## src/hdl/sobel_energy_map_top_defines.svh

```systemverilog
// Assertion macros for the top-level file, which checks its own logic.
// Each macro expands to one labelled concurrent assertion clocked on clk
// and disabled while rst_n is low.
`ifndef SOBEL_ENERGY_MAP_TOP_DEFINES_SVH
`define SOBEL_ENERGY_MAP_TOP_DEFINES_SVH

// The consequent must hold in the same cycle as the antecedent.
`define SEM_ASSERT_IMP(label, ante, cons) \
  label: assert property (@(posedge clk) disable iff (!rst_n) (ante) |-> (cons)) \
    else $error("sobel energy map: same-cycle check failed");

// The consequent must hold in the cycle after the antecedent.
`define SEM_ASSERT_NXT(label, ante, cons) \
  label: assert property (@(posedge clk) disable iff (!rst_n) (ante) |=> (cons)) \
    else $error("sobel energy map: next-cycle check failed");

`endif

```

## src/hdl/sem_pkg.sv

```systemverilog
`timescale 1ns / 1ps
// ----------------------------------------------------------------------------
// sem_pkg
// Types, constants and helper functions of the gradient energy filter.
// ----------------------------------------------------------------------------
package sem_pkg;

  localparam int MAX_WIDTH = 2048;
  localparam int PIX_W     = 8;
  localparam int COL_W     = $clog2(MAX_WIDTH);
  localparam int ROW_W     = 16;
  localparam int WID_W     = 12;
  localparam int KERN_W    = 36;
  localparam int CFG_W     = 36;
  localparam int IDX_W     = 2;
  localparam int TAP_W     = 4;
  localparam int SUM_W     = 16;
  localparam int SQ_W      = 2 * PIX_W + 1;
  localparam int ROOT_W    = 10;
  localparam int BIT_W     = 4;

  localparam logic [PIX_W-1:0] PIX_MAX = {PIX_W{1'b1}};

  // Fixed-point luminance weights, scaled by 2^16.
  localparam logic [15:0] GRAY_R = 16'd19595;
  localparam logic [15:0] GRAY_G = 16'd38470;
  localparam logic [15:0] GRAY_B = 16'd7471;

  localparam logic [WID_W-1:0]  WIDTH_RST  = WID_W'(MAX_WIDTH);
  localparam logic [ROW_W-1:0]  HEIGHT_RST = 16'd1080;
  localparam logic [KERN_W-1:0] KERN_X_RST = 36'd4548780303;
  localparam logic [KERN_W-1:0] KERN_Y_RST = 36'd4848619503;

  typedef enum logic [IDX_W-1:0] {
    REG_WIDTH  = 2'd0,
    REG_HEIGHT = 2'd1,
    REG_KERN_X = 2'd2,
    REG_KERN_Y = 2'd3
  } reg_idx_t;

  typedef enum logic [2:0] {
    ST_IDLE,
    ST_READ,
    ST_SHIFT,
    ST_CONV,
    ST_SQUARE,
    ST_ROOT,
    ST_EMIT_A,
    ST_EMIT_B
  } state_t;

  typedef struct packed {
    logic load;
    logic shift;
    logic conv;
    logic square;
    logic root_step;
    logic emit_a;
    logic emit_b;
  } cmd_t;

  typedef struct packed {
    logic emit_a;
    logic emit_b;
    logic root_last;
  } status_t;

  // Signed tap k of a packed kernel.
  function automatic logic signed [TAP_W-1:0] tap_of(input logic [KERN_W-1:0] kern,
                                                     input int k);
    tap_of = $signed(kern[TAP_W*k +: TAP_W]);
  endfunction

endpackage

```

## src/hdl/sem_ctrl.sv

```systemverilog
`timescale 1ns / 1ps
// ----------------------------------------------------------------------------
// sem_ctrl
// Sequencer that steps one pixel through read, convolve, root and emit.
// ----------------------------------------------------------------------------
module sem_ctrl import sem_pkg::*; (
  input  logic    clk,
  input  logic    rst_n,
  input  logic    in_valid,
  output logic    in_ready,
  output logic    out_valid,
  input  logic    out_ready,
  input  status_t status,
  output cmd_t    cmd
);

  state_t state_r, state_nxt;

  always_ff @(posedge clk) begin
    if (!rst_n) begin
      state_r <= ST_IDLE;
    end else begin
      state_r <= state_nxt;
    end
  end

  always_comb begin
    state_nxt = state_r;
    case (state_r)
      ST_IDLE:   if (in_valid) state_nxt = ST_READ;
      ST_READ:   state_nxt = ST_SHIFT;
      ST_SHIFT:  state_nxt = ST_CONV;
      ST_CONV: begin
        if (status.emit_a) state_nxt = ST_SQUARE;
        else if (status.emit_b) state_nxt = ST_EMIT_B;
        else state_nxt = ST_IDLE;
      end
      ST_SQUARE: state_nxt = ST_ROOT;
      ST_ROOT:   if (status.root_last) state_nxt = ST_EMIT_A;
      ST_EMIT_A: begin
        if (out_ready) state_nxt = status.emit_b ? ST_EMIT_B : ST_IDLE;
      end
      ST_EMIT_B: if (out_ready) state_nxt = ST_IDLE;
      default:   state_nxt = ST_IDLE;
    endcase
  end

  always_comb begin
    cmd       = '0;
    in_ready  = 1'b0;
    out_valid = 1'b0;
    case (state_r)
      ST_IDLE: begin
        in_ready = 1'b1;
        cmd.load = in_valid;
      end
      ST_SHIFT:  cmd.shift = 1'b1;
      ST_CONV:   cmd.conv = 1'b1;
      ST_SQUARE: cmd.square = 1'b1;
      ST_ROOT:   cmd.root_step = 1'b1;
      ST_EMIT_A: begin
        out_valid  = 1'b1;
        cmd.emit_a = 1'b1;
      end
      ST_EMIT_B: begin
        out_valid  = 1'b1;
        cmd.emit_b = 1'b1;
      end
      default: cmd = '0;
    endcase
  end

endmodule

```

## config.mk

```make
export PLATFORM = sky130hd
export DESIGN_NAME = sem_ctrl
export DESIGN_NICKNAME = d
export VERILOG_FILES = /design/src/hdl/sobel_energy_map_top_defines.svh /design/src/hdl/sem_pkg.sv /design/src/hdl/sem_ctrl.sv
export SDC_FILE = /design/constraint.sdc
export NUM_CORES = 1
export LEC_CHECK = 0
export ABC_AREA = 0
export BUFFER_PORTS_ARGS = -buffer_cell sky130_fd_sc_hd__clkbuf_2
export CAP_MARGIN = 15
export CORE_AREA = 2 2 39 41
export CTS_BUF_LIST = sky130_fd_sc_hd__clkbuf_2
export CTS_CLUSTER_DIAMETER = 150
export DETAILED_ROUTE_END_ITERATION = 12
export DIE_AREA = 0 0 41 43
export SLEW_MARGIN = 5
export SYNTH_ARGS = -nofsm -noshare
export SYNTH_HDL_FRONTEND = slang
export SYNTH_SLANG_ARGS = --single-unit
export TNS_END_PERCENT = 20
```

## constraint.sdc

```tcl
create_clock -name clk -period 2.9 [get_ports clk]
set_clock_uncertainty 0.2 [all_clocks]
set_input_delay 0.725 -clock clk [delete_from_list [all_inputs] [get_ports clk]]
set_output_delay 0.725 -clock clk [all_outputs]
set_load 0.01 [all_outputs]
```

==> metrics.txt <==
outcome=finished clean; path length in cells of the critical path=3; Clock Pin Slew Worst Setup and Hold Paths=0.05 ns; share of post-route cells with drive strength above 1=39.3%; via count of the first global-routing pass=270; Register-to-Register Setup Slack=1.24 ns; most common library cells after synthesis=nor3_1 (5), a21oi_1 (3), dfxtp_1 (3), inv_1 (3); Sw Pwr=0.0926 mW; final HPWL from detailed placement=544 um; max FFs per register=3; deepest clock path buffer count=2; logic gate share of total power=38.1%; clock tree from TritonCTS=done; Worst setup SP type=flip-flop; Critical Setup Path Class=flip-flop to primary output; iteration count of the initial detailed-routing pass=2; final net count=64; final wirelength=741 um; worst hold slack across all endpoints=0.480 ns; Worst EP required=1.98 ns; cell-internal power=0.127 mW; Maximum Capacitance Violations=0; number of synthesis warnings=0; setup total negative slack=0 ns; number of different library cells in the post-synthesis netlist=23; buffer and inverter count on the worst path=1; Cell Chain, Critical Path=nor3_1 > and2_1 > clkbuf_2; most common cell in the netlist=nor3_1; via count normalized by instance count=4.57; number of buffers inserted during clock tree synthesis=3; switch share=42.1%; biggest cell delay along the critical path=0.43 ns; Post CTS Setup Buffer Count=0; highest fanout seen on the critical path=15; register with the most flip-flops=state_r; Post-CTS Hold Fix Bufs=0; wire length of the first global-routing pass=1.05 mm; portion of total power attributed to the clock network=27.0%; Iter 0 DRT Violations=8; fraction of post-synthesis cell area in the top cell type by area=21.6%; critical path startpoint=state_r[0]$_SDFFE_PN0P_; post-synth top area cell=dfxtp_1; number of standard cells in the layout, taps in and fillers out=72; crit path capture=cmd[6]; ratio of total power to cell area=590 nW/um^2; class of the most critical hold timing path=flip-flop to flip-flop; DRC errors left=0; main area contributors after synthesis=dfxtp_1 (22%), nor3_1 (9.0%), a21oi_1 (5.4%); Worst path slowest cell=dfxtp_1; WL per Instance=10.3 um; die area=1760 sq um; Place WS=0.899 ns; post-synth design cell area=278 sq um; post-synth net total=47; Reg-to-Reg Start=state_r[0]$_SDFFE_PN0P_; port buffer count=15; number of enable-type register cells in the synthesized netlist=0; post-route fraction of the period consumed by the critical path=76.3%; core area=1380 sq um; async set-or-reset flop fraction in the synthesized netlist=0%; Clock Root Buffer=clkbuf_2; number of nets with antenna violations after detailed routing=0; diode count=0; number of top-level design ports=16; synthesized flop and latch total=3; quantity of gates resized following cts=0; site row count=14; min Tclk post-route=2.21 ns; width of the die=41 um; Starting Density=20.1%; Routability Congestion=0.781; H-tree depth=1; mean instance size in the synthesized netlist=6.94 sq um; total leakage power=0.188 nW; # placed instances=68; maximum number of pins on one net before global-route repair=16; height of the chip=43 um; largest registers=state_r (3); layout-stage area growth over the synthesis result=34.2%; share of synthesized area occupied by flip-flops and latches=21.6%; setup repair after global routing missed its margin=false; Setup Viol. Count Final=0; sequential group share of total power=34.9%; vias after detailed routing=329; gr ovfl total=0; arrival time worst endpoint=1.29 ns; length in cells of the worst reg-to-reg path=4; number of slew-limit violations in the final report=0; number of antenna violations at the first check in global routing=0; Gate Count Post-Synth=40; upper clock frequency limit=452 MHz; Slew HR=70.7%; worst voltage drop across the vdd grid=0.231 mV; overall fraction of global-route tracks in use=8.92%; count of final hold-check violations=0; post-layout worst setup margin=0.688 ns; Reg-to-Reg End=state_r[0]$_SDFFE_PN0P_; category of the worst setup path capture point=primary output; delay-heaviest family, CP=simple AND/OR/NAND/NOR gates; pin slew with the least headroom to its limit=0.438 ns; # clock sinks=3; most instantiated flip-flop cell in the synthesis netlist=dfxtp_1; insertion delay to the later sink of the worst-skew pair=0.20 ns
[metrics by stage]
| step | instance area [sq um] | util [%] | total power [mW] |
|---|---|---|---|
| CTS | 373 | 26.9 | 0.224 |
| detailed placement | 353 | 25.5 | 0.161 |
| finish | 373 | 26.9 | 0.220 |
| global route | 373 | 26.9 | 0.239 |
| global placement | 353 | 25.5 | 0.159 |
| floorplan | 278 | - | 0.136 |
[layout make-up]
cell class              count  area, sq um
inverters                   4         17.5
repair buffers             15         75.1
flip-flops and latches      3         60.1
multi-input cells          30          180
well taps                  16         20.0
fillers                   167         1010
clock buffers               4         20.0
[worst reg2reg max path, delay by kind of cell, from the launching register on]
family	cells	cell delay (ns)
compound gates	3	0.65
flops	1	0.58
simple gates	1	0.12
[power groups by stage]
stage          clock (mW)  combinational (mW)  sequential (mW)
4_1_cts            0.0629              0.0850           0.0761
5_1_grt            0.0671              0.0917           0.0805
3_3_place_gp            0              0.0825           0.0764
3_5_place_dp            0              0.0843           0.0771
2_1_floorplan           0              0.0788           0.0570
6_report           0.0594              0.0837           0.0768
[worst min path at each step]
stage | startpoint | endpoint | slack (ns) | depth (start not counted)
after floorplan | state_r[1]$_SDFFE_PN0P_ | state_r[1]$_SDFFE_PN0P_ | 0.39 | 3
after global placement | state_r[1]$_SDFFE_PN0P_ | state_r[1]$_SDFFE_PN0P_ | 0.46 | 2
after detailed placement | state_r[1]$_SDFFE_PN0P_ | state_r[1]$_SDFFE_PN0P_ | 0.47 | 2
after CTS | state_r[1]$_SDFFE_PN0P_ | state_r[1]$_SDFFE_PN0P_ | 0.48 | 2
after global routing | state_r[1]$_SDFFE_PN0P_ | state_r[1]$_SDFFE_PN0P_ | 0.53 | 2
final | state_r[1]$_SDFFE_PN0P_ | state_r[1]$_SDFFE_PN0P_ | 0.48 | 2
[layer usage]
layer	vias up	share of wire (%)	GRT usage, %
met4	0	0	6.00
met3	0	7.0	3.14
met5	-	0	0
met1	143	51	11.8
li1	174	-	-
met2	12	41	11.6
[placed cells by master (no fill, tap or decap)]
cell / count
or3_1: 1
o22ai_1: 1
o21bai_1: 1
a21oi_1: 3
o21a_1: 1
nor2_1: 2
nor3_1: 5
a31oi_1: 2
and3_2: 2
a21boi_0: 1
o31a_1: 1
and2_1: 2
nor2b_1: 1
nand2_1: 2
o21ai_0: 2
clkbuf_2: 19
dfxtp_1: 3
inv_4: 1
nor3b_1: 2
inv_1: 3
o311a_1: 1
[cells by family after synthesis]
logic type | Yosys count | share of synthesized area [%]
buffers and inverters | 7 | 13.5
flip-flops | 3 | 21.6
AO/OA/AOI/OAI | 13 | 30.6
AND/OR/NAND/NOR | 17 | 34.2
No activity file was read; power rests on OpenSTA's default activity.
